===== src/rbd_pkg.sv =====
package rbd_pkg;

    localparam int SLOTS_DEF     = 16;
    localparam int WORD_BITS_DEF = 32;

    localparam int CMD_BITS   = 3;
    localparam int VALUE_BITS = 32;
    localparam int RING_BITS  = 5;
    localparam int APB_BITS   = 32;
    localparam int ADDR_BITS  = 3;

    localparam logic [RING_BITS-1:0] RING_SIZE_RESET = 5'd16;
    localparam logic                 REG_RING_SIZE   = 1'b0;

    typedef enum logic [CMD_BITS-1:0] {
        CMD_PUSH_BACK  = 3'd0,
        CMD_PUSH_FRONT = 3'd1,
        CMD_POP_BACK   = 3'd2,
        CMD_POP_FRONT  = 3'd3,
        CMD_PEEK_BACK  = 3'd4,
        CMD_PEEK_FRONT = 3'd5
    } t_cmd;

    typedef struct packed {
        logic ok;
        logic is_read;
        logic is_full;
        logic is_empty;
    } t_status;

endpackage


===== src/rbd_ram.sv =====
module rbd_ram #(
    parameter int WIDTH = rbd_pkg::WORD_BITS_DEF,
    parameter int DEPTH = rbd_pkg::SLOTS_DEF,
    localparam int AW   = (DEPTH > 1) ? $clog2(DEPTH) : 1
) (
    input  logic             i_clk,
    input  logic             i_we,
    input  logic             i_re,
    input  logic [AW-1:0]    i_addr,
    input  logic [WIDTH-1:0] i_wdata,
    output logic [WIDTH-1:0] o_rdata
);

    logic [WIDTH-1:0] r_mem [DEPTH];
    logic [WIDTH-1:0] r_rdata;

    always_ff @(posedge i_clk) begin
        if (i_we) begin
            r_mem[i_addr] <= i_wdata;
        end
        if (i_re) begin
            r_rdata <= r_mem[i_addr];
        end
    end

    assign o_rdata = r_rdata;

endmodule


===== src/rbd_ctrl.sv =====
module rbd_ctrl #(
    parameter int SLOTS     = rbd_pkg::SLOTS_DEF,
    parameter int WORD_BITS = rbd_pkg::WORD_BITS_DEF,
    localparam int PW       = $clog2(SLOTS),
    localparam int SW       = $clog2(SLOTS + 1)
) (
    input  logic                            i_clk,
    input  logic                            i_rst_n,
    input  logic                            i_accept,
    input  logic [rbd_pkg::CMD_BITS-1:0]    i_command,
    input  logic [rbd_pkg::VALUE_BITS-1:0]  i_push_value,
    input  logic [rbd_pkg::RING_BITS-1:0]   i_ring_size,
    input  logic                            i_clear,
    output logic                            o_ram_we,
    output logic                            o_ram_re,
    output logic [PW-1:0]                   o_ram_addr,
    output logic [WORD_BITS-1:0]            o_ram_wdata,
    output rbd_pkg::t_status                o_status
);

    logic [PW-1:0] r_front, n_front;
    logic [PW-1:0] r_back,  n_back;
    logic [31:0]   ring32;
    logic [SW-1:0] size;
    logic [SW-1:0] f, b, nf, nb;
    logic          empty, full;
    logic          ok, we, re;
    logic [SW-1:0] addr;

    function automatic logic [SW-1:0] ptr_inc(input logic [SW-1:0] p, input logic [SW-1:0] n);
        logic [SW:0] s;
        s = {1'b0, p} + {{SW{1'b0}}, 1'b1};
        return (s >= {1'b0, n}) ? '0 : s[SW-1:0];
    endfunction

    function automatic logic [SW-1:0] ptr_dec(input logic [SW-1:0] p, input logic [SW-1:0] n);
        return (p == '0) ? n - SW'(1) : p - SW'(1);
    endfunction

    always_comb begin
        ring32 = {{(32 - rbd_pkg::RING_BITS){1'b0}}, i_ring_size};
        if (ring32 < 32'd2) begin
            size = SW'(2);
        end else if (ring32 > 32'(SLOTS)) begin
            size = SW'(SLOTS);
        end else begin
            size = ring32[SW-1:0];
        end
    end

    always_comb begin
        f = (SW'(r_front) >= size) ? '0 : SW'(r_front);
        b = (SW'(r_back) >= size) ? '0 : SW'(r_back);
        empty = (f == b);
        full  = (ptr_inc(b, size) == f);
        nf   = f;
        nb   = b;
        ok   = 1'b0;
        we   = 1'b0;
        re   = 1'b0;
        addr = b;
        unique case (rbd_pkg::t_cmd'(i_command))
            rbd_pkg::CMD_PUSH_BACK: begin
                if (!full) begin
                    we   = 1'b1;
                    addr = b;
                    nb   = ptr_inc(b, size);
                    ok   = 1'b1;
                end
            end
            rbd_pkg::CMD_PUSH_FRONT: begin
                if (!full) begin
                    we   = 1'b1;
                    nf   = ptr_dec(f, size);
                    addr = ptr_dec(f, size);
                    ok   = 1'b1;
                end
            end
            rbd_pkg::CMD_POP_BACK: begin
                if (!empty) begin
                    re   = 1'b1;
                    nb   = ptr_dec(b, size);
                    addr = ptr_dec(b, size);
                    ok   = 1'b1;
                end
            end
            rbd_pkg::CMD_POP_FRONT: begin
                if (!empty) begin
                    re   = 1'b1;
                    addr = f;
                    nf   = ptr_inc(f, size);
                    ok   = 1'b1;
                end
            end
            rbd_pkg::CMD_PEEK_BACK: begin
                if (!empty) begin
                    re   = 1'b1;
                    addr = ptr_dec(b, size);
                    ok   = 1'b1;
                end
            end
            rbd_pkg::CMD_PEEK_FRONT: begin
                if (!empty) begin
                    re   = 1'b1;
                    addr = f;
                    ok   = 1'b1;
                end
            end
            default: begin
                ok = 1'b0;
            end
        endcase
    end

    assign n_front = i_accept ? PW'(nf) : r_front;
    assign n_back  = i_accept ? PW'(nb) : r_back;

    always_ff @(posedge i_clk) begin
        if (!i_rst_n || i_clear) begin
            r_front <= '0;
            r_back  <= '0;
        end else begin
            r_front <= n_front;
            r_back  <= n_back;
        end
    end

    assign o_ram_we    = i_accept && we;
    assign o_ram_re    = i_accept && re;
    assign o_ram_addr  = PW'(addr);
    assign o_ram_wdata = WORD_BITS'(i_push_value);

    assign o_status.ok       = ok;
    assign o_status.is_read  = re;
    assign o_status.is_full  = (ptr_inc(nb, size) == nf);
    assign o_status.is_empty = (nf == nb);

endmodule


===== src/ring_buffer_deque.sv =====
// Channel       Direction  tdata                 tuser
// s_axis        in         [31:0] push_value     [2:0] command
// m_axis        out        [31:0] read_value     [0] ok, [1] is_full, [2] is_empty
// APB           in/out     register 0 at byte address 0: ring_size [4:0]
//
// From transfer to result, a command passes the slot memory's registered read and then the
// output register; the pointer update and the slot access happen in the accept cycle.
// Commands can be accepted in every cycle; a held result on m_axis stalls s_axis only
// once the slot-read stage behind it is occupied as well.
// Reset is synchronous; it empties the queue and sets ring_size to 16. Slot contents are
// not cleared. Writing ring_size also empties the queue.
module ring_buffer_deque #(
    parameter int SLOTS     = rbd_pkg::SLOTS_DEF,
    parameter int WORD_BITS = rbd_pkg::WORD_BITS_DEF
) (
    input  logic                            i_clk,
    input  logic                            i_rst_n,
    input  logic                            s_axis_tvalid,
    output logic                            s_axis_tready,
    input  logic [rbd_pkg::VALUE_BITS-1:0]  s_axis_tdata,   // [31:0] push_value
    input  logic [rbd_pkg::CMD_BITS-1:0]    s_axis_tuser,   // [2:0] command
    output logic                            m_axis_tvalid,
    input  logic                            m_axis_tready,
    output logic [rbd_pkg::VALUE_BITS-1:0]  m_axis_tdata,   // [31:0] read_value
    output logic [2:0]                      m_axis_tuser,   // [0] ok, [1] is_full, [2] is_empty
    input  logic                            psel,
    input  logic                            penable,
    input  logic                            pwrite,
    input  logic [rbd_pkg::ADDR_BITS-1:0]   paddr,
    input  logic [rbd_pkg::APB_BITS-1:0]    pwdata,
    output logic [rbd_pkg::APB_BITS-1:0]    prdata,
    output logic                            pready
);

    localparam int PW = $clog2(SLOTS);

    logic [rbd_pkg::RING_BITS-1:0]  r_ring_size;
    logic                           cfg_write;
    logic                           accept;
    logic                           advance;
    logic                           r_busy, n_busy;
    rbd_pkg::t_status               r_status;
    rbd_pkg::t_status               status;
    logic                           r_out_valid, n_out_valid;
    logic [rbd_pkg::VALUE_BITS-1:0] r_out_data;
    logic [2:0]                     r_out_user;
    logic                           ram_we, ram_re;
    logic [PW-1:0]                  ram_addr;
    logic [WORD_BITS-1:0]           ram_wdata, ram_rdata;

    assign pready    = 1'b1;
    assign cfg_write = psel && penable && pwrite && pready
                       && (paddr[2] == rbd_pkg::REG_RING_SIZE);
    assign prdata    = (paddr[2] == rbd_pkg::REG_RING_SIZE)
                       ? {{(rbd_pkg::APB_BITS - rbd_pkg::RING_BITS){1'b0}}, r_ring_size}
                       : '0;

    always_ff @(posedge i_clk) begin
        if (!i_rst_n) begin
            r_ring_size <= rbd_pkg::RING_SIZE_RESET;
        end else if (cfg_write) begin
            r_ring_size <= pwdata[rbd_pkg::RING_BITS-1:0];
        end
    end

    assign advance       = !r_out_valid || m_axis_tready;
    assign s_axis_tready = !r_busy || advance;
    assign accept        = s_axis_tvalid && s_axis_tready;

    rbd_ctrl #(
        .SLOTS     (SLOTS),
        .WORD_BITS (WORD_BITS)
    ) u_ctrl (
        .i_clk        (i_clk),
        .i_rst_n      (i_rst_n),
        .i_accept     (accept),
        .i_command    (s_axis_tuser),
        .i_push_value (s_axis_tdata),
        .i_ring_size  (r_ring_size),
        .i_clear      (cfg_write),
        .o_ram_we     (ram_we),
        .o_ram_re     (ram_re),
        .o_ram_addr   (ram_addr),
        .o_ram_wdata  (ram_wdata),
        .o_status     (status)
    );

    rbd_ram #(
        .WIDTH (WORD_BITS),
        .DEPTH (SLOTS)
    ) u_slots (
        .i_clk   (i_clk),
        .i_we    (ram_we),
        .i_re    (ram_re),
        .i_addr  (ram_addr),
        .i_wdata (ram_wdata),
        .o_rdata (ram_rdata)
    );

    always_comb begin
        n_busy = r_busy;
        if (accept) begin
            n_busy = 1'b1;
        end else if (advance) begin
            n_busy = 1'b0;
        end
        n_out_valid = r_out_valid;
        if (r_busy && advance) begin
            n_out_valid = 1'b1;
        end else if (m_axis_tready) begin
            n_out_valid = 1'b0;
        end
    end

    always_ff @(posedge i_clk) begin
        if (!i_rst_n) begin
            r_busy      <= 1'b0;
            r_out_valid <= 1'b0;
        end else begin
            r_busy      <= n_busy;
            r_out_valid <= n_out_valid;
        end
    end

    always_ff @(posedge i_clk) begin
        if (accept) begin
            r_status <= status;
        end
        if (r_busy && advance) begin
            r_out_data <= r_status.is_read ? rbd_pkg::VALUE_BITS'(ram_rdata) : '0;
            r_out_user <= {r_status.is_empty, r_status.is_full, r_status.ok};
        end
    end

    assign m_axis_tvalid = r_out_valid;
    assign m_axis_tdata  = r_out_data;
    assign m_axis_tuser  = r_out_user;

endmodule


===== config.mk =====
export PLATFORM = sky130hd
export DESIGN_NAME = ring_buffer_deque
export DESIGN_NICKNAME = d
export VERILOG_FILES = /design/src/rbd_pkg.sv /design/src/rbd_ram.sv /design/src/rbd_ctrl.sv /design/src/ring_buffer_deque.sv
export SDC_FILE = /design/constraint.sdc
export NUM_CORES = 1
export LEC_CHECK = 0
export ABC_AREA = 1
export BUFFER_PORTS_ARGS = -buffer_cell sky130_fd_sc_hd__buf_2
export CORE_MARGIN = 4
export CORE_UTILIZATION = 35
export CTS_CLUSTER_DIAMETER = 30
export DETAILED_ROUTE_END_ITERATION = 12
export PLACE_DENSITY = 0.49
export SKIP_LAST_GASP = 1
export SYNTH_ARGS = -nofsm -noshare
export SYNTH_HDL_FRONTEND = slang
export SYNTH_SLANG_ARGS = --single-unit
export TNS_END_PERCENT = 10

===== constraint.sdc =====
create_clock -name i_clk -period 18.1 [get_ports i_clk]
set_input_delay 0.905 -clock i_clk [delete_from_list [all_inputs] [get_ports i_clk]]
set_output_delay 0.905 -clock i_clk [all_outputs]
set_load 0.005 [all_outputs]

# Word-level counts from Yosys, hierarchy flattened
# Memories as Yosys holds them, arrays and structs flattened. A register that Yosys moved wholly into a read port is not among the register bits.
# Cells that the tools add are included.
# op_classes
add_sub_neg	6
n_lt_le_gt_ge	7
eq_ne	9
muxes	30
bitwise	1
reduce_logical	22
# ops
cell	n
$mux W5	12
$eq A5 B5 Y1	4
$pmux W5 S2	2
$add A5 B1 Y6 const B	3
$ge A6 B5 Y1	3
$mux W4	4
$sub A5 B1 Y5 const B	3
$pmux W4 S3	1
$ge A4 B5 Y1	2
$logic_not A5 Y1	2
$mux W1	10
$logic_and A1 B1 Y1	7
$eq A3 B2 Y1 const B	2
$eq A3 B3 Y1 const B	2
$reduce_or A2 Y1	3
$gt A5 B5 Y1 const B	1
$lt A5 B2 Y1 const B	1
$reduce_bool A2 Y1	2
$reduce_or A4 Y1	1
$eq A3 B1 Y1 const B	1
$logic_not A1 Y1	3
$logic_not A3 Y1	1
$logic_or A1 B1 Y1	3
$pmux W1 S2	1
$not A1 Y1	1
# totals
ff_bits	54
mem_bits_rw	512
out_inout_bits	70
elab_cells	87
n_memories	1
# mem_list
memory	words	word_bits	rd	rd_ports_with_merged_regs	wr	line_no	rtl
u_slots.r_mem	16	32	1	1	1	rbd_ram.sv:14	logic [WIDTH-1:0] r_mem [DEPTH];

# Depth between registers and ports, before layout
# depth
depth_word	15
ltp_mapped	51

# Cells and area by module
# From an unflattened synthesis, not the netlist that was laid out.
# unflattened
cells_unflattened	2797
area_unflattened_um2	27428.8
# by_module_without_submodules
mod	n_inst	cells_each	area_per_inst_um2	seq_area_each_um2
rbd_ram	1	2113	22534.1	16335.7
rbd_ctrl	1	491	2900.3	160.2
ring_buffer_deque	1	193	1994.4	1311.3

# Worst setup path before layout
# No wires, ideal clock.
# synth_timing
path_type	register -> register
startpoint	reg r_ring_size[4] (netlist name)
endpoint	mem u_slots.r_mem[10][0] (netlist name), enable pin
setup_ns	0.421
t_arrival_ns	6.021
required_time_ns	17.679
path_slack_ns	11.658
stages_incl_launch_ff	38
path_buffers	2
synth_period_minus_slack_ns	6.442
path_cell_list	dfxtp_1 -> nor3_1 -> nand2_1 -> nand3_1 -> inv_1 -> ha_1 -> inv_1 -> a21boi_0 -> nand2_1 -> nand3_2 -> inv_2 -> nand2_2 -> inv_2 -> ha_1 -> inv_1 -> nand2_1 -> nand2_1 -> inv_1 -> [... 2 more ...] -> nor2_1 -> o21ai_0 -> nand2_1 -> nor2_1 -> nand3_1 -> nand2_1 -> nand2_1 -> nor2_4 -> nand3_2 -> buf_2 -> a21oi_1 -> nand2_1 -> a22oi_2 -> inv_2 -> nor2_2 -> buf_4 -> inv_1 -> nor2_1
# synth_between
elab_chain_len	14
# synth_lines
item	line_no	rtl
start: declaration	ring_buffer_deque.sv:37	logic [rbd_pkg::RING_BITS-1:0] r_ring_size;
start signal: assignment	ring_buffer_deque.sv:60	r_ring_size <= rbd_pkg::RING_SIZE_RESET;
start signal: assignment	ring_buffer_deque.sv:62	r_ring_size <= pwdata[rbd_pkg::RING_BITS-1:0];
$gt A5 B5 Y1	rbd_ctrl.sv:44	end else if (ring32 > 32'(SLOTS)) begin
$mux W5	rbd_ctrl.sv:44	
$mux W5 *	rbd_ctrl.sv:42	if (ring32 < 32'd2) begin
$ge A4 B5 Y1	rbd_ctrl.sv:53	b = (SW'(r_back) >= size) ? '0 : SW'(r_back);
$mux W4	rbd_ctrl.sv:53	
$add A5 B1 Y6	rbd_ctrl.sv:32	s = {1'b0, p} + {{SW{1'b0}}, 1'b1};
$ge A6 B5 Y1	rbd_ctrl.sv:33	return (s >= {1'b0, n}) ? '0 : s[SW-1:0];
$mux W5	rbd_ctrl.sv:33	
$eq A5 B5 Y1	rbd_ctrl.sv:55	full = (ptr_inc(b, size) == f);
$mux W1	rbd_ctrl.sv:64, rbd_ctrl.sv:72	
$mux W1	--	
$logic_and A1 B1 Y1	rbd_ctrl.sv:128	assign o_ram_we = i_accept && we;
$mux W1	rbd_ram.sv:18	if (i_we) begin
$mux W1 (implied by the code)	rbd_ram.sv:19	r_mem[i_addr] <= i_wdata;
end: declaration	rbd_ram.sv:14	
# Mark *: on every way between the ends. The rest lies on a longest branch, timed or not.

# Worst setup path after layout
# layout_timing
startpoint	reg r_ring_size[4] (netlist name)
endpoint	mem u_slots.r_mem[14][16] (netlist name), enable pin
# The elaborated chain is that of the path after synthesis.

==> impl_metrics.env <==
export IMPL_antenna_found_initial=3
export IMPL_r2r_cells=39
export IMPL_finalNetCount=2759
export IMPL_power_per_cell_area_nw_per_um2=142
export IMPL_diodes=0
export IMPL_drt_pass1_iterations=5
export IMPL_layout_area_seq_um2=17800
export IMPL_post_cts_buffers=0
export IMPL_vias=17400
export IMPL_place_area_um2=27700
export IMPL_path_buf_inv=9
export IMPL_synthMuxAreaShare=0
export IMPL_die_w_um=282
export IMPL_h_tree_depth=4
export IMPL_seq_power_share=0.341
export IMPL_grt_use_total=0.176
export IMPL_synth_compound_area_frac=0.0420
export IMPL_routabilityCongestion=0.851
export IMPL_vdd_drop_max_uv=76.6
export IMPL_ios=147
export IMPL_power_share_clock=0.548
export IMPL_critPathCaptureType="register"
export IMPL_outcome="complete, no violations"
export IMPL_syn_avg_cell_area_um2=10.6
export IMPL_cts_root_buf="clkbuf_16"
export IMPL_layout_worst_path_cycle_share=0.505
export IMPL_cts_hold_repair_buffers=0
export IMPL_max_freq_mhz=109
export IMPL_skew_ns=0.0368
export IMPL_dieArea_um2=79600
export IMPL_synthXorXnorAreaFrac=0.00200
export IMPL_crit_cells=39
export IMPL_io_buffers=89
export IMPL_clk_pin_slew_ns=0.04
export IMPL_mappedNetlistArea_um2=26300
export IMPL_synthDistinctLibCells=45
export IMPL_cp_max_fo=68
export IMPL_clock_latency_ns=0.71
export IMPL_stdcell_area_um2=32600
export IMPL_hold_violations=0
export IMPL_synth_seq_area_share=0.677
export IMPL_fp_row_count=100
export IMPL_grt_pass1_vias=17200
export IMPL_rsz0062_at_grt="no"
export IMPL_cts_inserted_buffers=141
export IMPL_worstSetupPathType="register to register"
export IMPL_grt_max_degree=111
export IMPL_hp_class="register to register"
export IMPL_via_per_inst=4.67
export IMPL_cts_tree="done"
export IMPL_async_reset_ff_frac=0
export IMPL_drv_slew=0
export IMPL_drt_wl_total_um=69500
export IMPL_synth_most_common_cell="nand2_1"
export IMPL_tns_ns=0
export IMPL_ys_flop_type="edfxtp_1"
export IMPL_first_iter_violations=1191
export IMPL_setup_violations=0
export IMPL_synth_adder_area_share=0.0157
export IMPL_critical_path_arrival_ns=9.49
export IMPL_synth_top_family_by_area="simple AND/OR/NAND/NOR gates"
export IMPL_routedWlPerCell_um=18.6
export IMPL_ant_nets=0
export IMPL_cpPeakStageDelay_ns=0.78
export IMPL_initial_core_util=0.353
export IMPL_areaGrowthSynthToFinish_pct=23.9
export IMPL_clk_path_buf_depth=3
export IMPL_die_h_um=282
export IMPL_power_frac_comb=0.111
export IMPL_hold_depth=0
export IMPL_gr_total_overflow=0
export IMPL_synth_commonest_cells="nand2_1 (886), edfxtp_1 (583), inv_1 (296)"
export IMPL_start_kind="register"
export IMPL_cts_sinks=598
export IMPL_fin_crit_ns=9.14
export IMPL_fill_cells=6884
export IMPL_synth_area_leader_cell="edfxtp_1"
export IMPL_tightest_slew_ns=1.09
export IMPL_yosys_area_share_simple=0.188
export IMPL_max_cap_violations=0
export IMPL_dp_hpwl_um=38000
export IMPL_crit_family="simple AND/OR/NAND/NOR gates"
export IMPL_synth_edff_count=583
export IMPL_crit_required_ns=18.45
export IMPL_drc=0
export IMPL_internal_power_mw=3.43
export IMPL_cp_common_cell="nand2_1"
export IMPL_crit_slowest_cell="nor2_4"
export IMPL_ys_ff_latch=598
export IMPL_switchingPower_mw=1.20
export IMPL_multiInputGateArea_um2=6800
export IMPL_synth_warnings=0
export IMPL_switching_share=0.260
export IMPL_drive_gt1_frac=0.156
export IMPL_synth_top_area_share=0.665
export IMPL_synth_cells=2478
export IMPL_leakage_nw=13.3
export IMPL_grt_pass1_wl_um=104000
export IMPL_core_area_um2=74400
export IMPL_cts_resized=0
export IMPL_synth_area_leaders="edfxtp_1 (67%), nand2_1 (13%), inv_1 (4.2%), nand3_1 (3.9%), o21ai_0 (1.7%)"
export IMPL_slew_headroom=0.271
sequential cells by signal (all words and copies together), names as in the netlist:
| name | cells |
|---|---|
| m_axis_tdata | 32 |
| m_axis_tuser | 3 |
| m_axis_tvalid | 1 |
| r_busy | 1 |
| r_ring_size | 5 |
| r_status | 4 |
| u_ctrl.r_back | 4 |
| u_ctrl.r_front | 4 |
| u_slots.o_rdata | 32 |
| u_slots.r_mem | 512 |
per-layer routing:
metal,track usage,wire [µm],vias to the layer above
met5,0,23,-
met4,0.0679,2010,4
met3,0.0403,3580,141
met2,0.289,33300,406
met1,0.227,30600,8334
li1,-,-,8558
cell type report:
| class | count | area share |
|---|---|---|
| inverters | 328 | 0.0379 |
| clock buffers | 162 | 0.112 |
| clock inverters | 95 | 0.0380 |
| well taps | 969 | 0.0372 |
| multi-input cells | 1460 | 0.208 |
| flip-flops and latches | 598 | 0.546 |
| repair buffers | 120 | 0.0208 |
cells in the final DEF, fill, tap and decap left out, types with 5 or more instances in the layout:
cell and instances:
nand2_1 886, edfxtp_1 583, inv_1 296, nand3_1 203, clkbuf_16 141, o21ai_0 90, buf_2 89, o21ai_1 59
nor2_1 35, ha_1 33, buf_4 31, conb_1 28, inv_2 27, nor2_4 25, a21oi_1 23, clkinv_2 20
bufinv_16 19, clkbuf_1 18, clkinv_1 16, clkinvlp_4 15, dfxtp_1 15, clkinv_4 12, o211ai_1 11, nand4_1 8
inv_6 8, nand2_2 7, nor3_1 6, nor2_2 6, clkinv_16 6, xor2_1 5
cell families after synthesis:
group | Yosys count
buffers and inverters | 446
xor gates and xnor gates | 6
other | 2
DFF | 598
AOI/OAI and AO/OA | 201
and+or+nand+nor | 1192
adders and majority gates | 33
power groups by stage:
stage	clock [mW]	combinational, mW	sequential [mW]
6_report	2.54	0.514	1.58
5_1_grt	2.67	0.587	1.58
4_1_cts	2.59	0.526	1.58
3_5_place_dp	0	0.523	1.60
3_3_place_gp	0	0.520	1.60
2_1_floorplan	0	0.362	1.60
per-stage QoR:
| step | std cells | power [mW] | util | hold WS [ns] | setup slack [ns] |
|---|---|---|---|---|---|
| after floorplan | 2504 | 1.96 | - | 0.400 | 11.66 |
| after global placement | 3475 | 2.12 | 0.372 | 0.403 | 8.75 |
| after detailed placement | 3475 | 2.13 | 0.372 | 0.412 | 8.75 |
| after CTS | 3732 | 4.69 | 0.438 | 0.389 | 8.72 |
| after global routing | 3732 | 4.84 | 0.438 | 0.415 | 8.13 |
| final | 3732 | 4.63 | 0.438 | 0.413 | 8.96 |
path summary, 6_finish.rpt:
kind / end / start / slack [ns]
max: u_slots.r_mem[14][16]$_DFFE_PP_ / r_ring_size[4]$_SDFFE_PN1P_ / 8.96
min: m_axis_tuser[0]$_DFFE_PP_ / r_status[3]$_DFFE_PP_ / 0.41
max reg2reg: u_slots.r_mem[14][16]$_DFFE_PP_ / r_ring_size[4]$_SDFFE_PN1P_ / 8.96
min reg2reg: m_axis_tuser[0]$_DFFE_PP_ / r_status[3]$_DFFE_PP_ / 0.41
(Power assumes the default switching activity.)
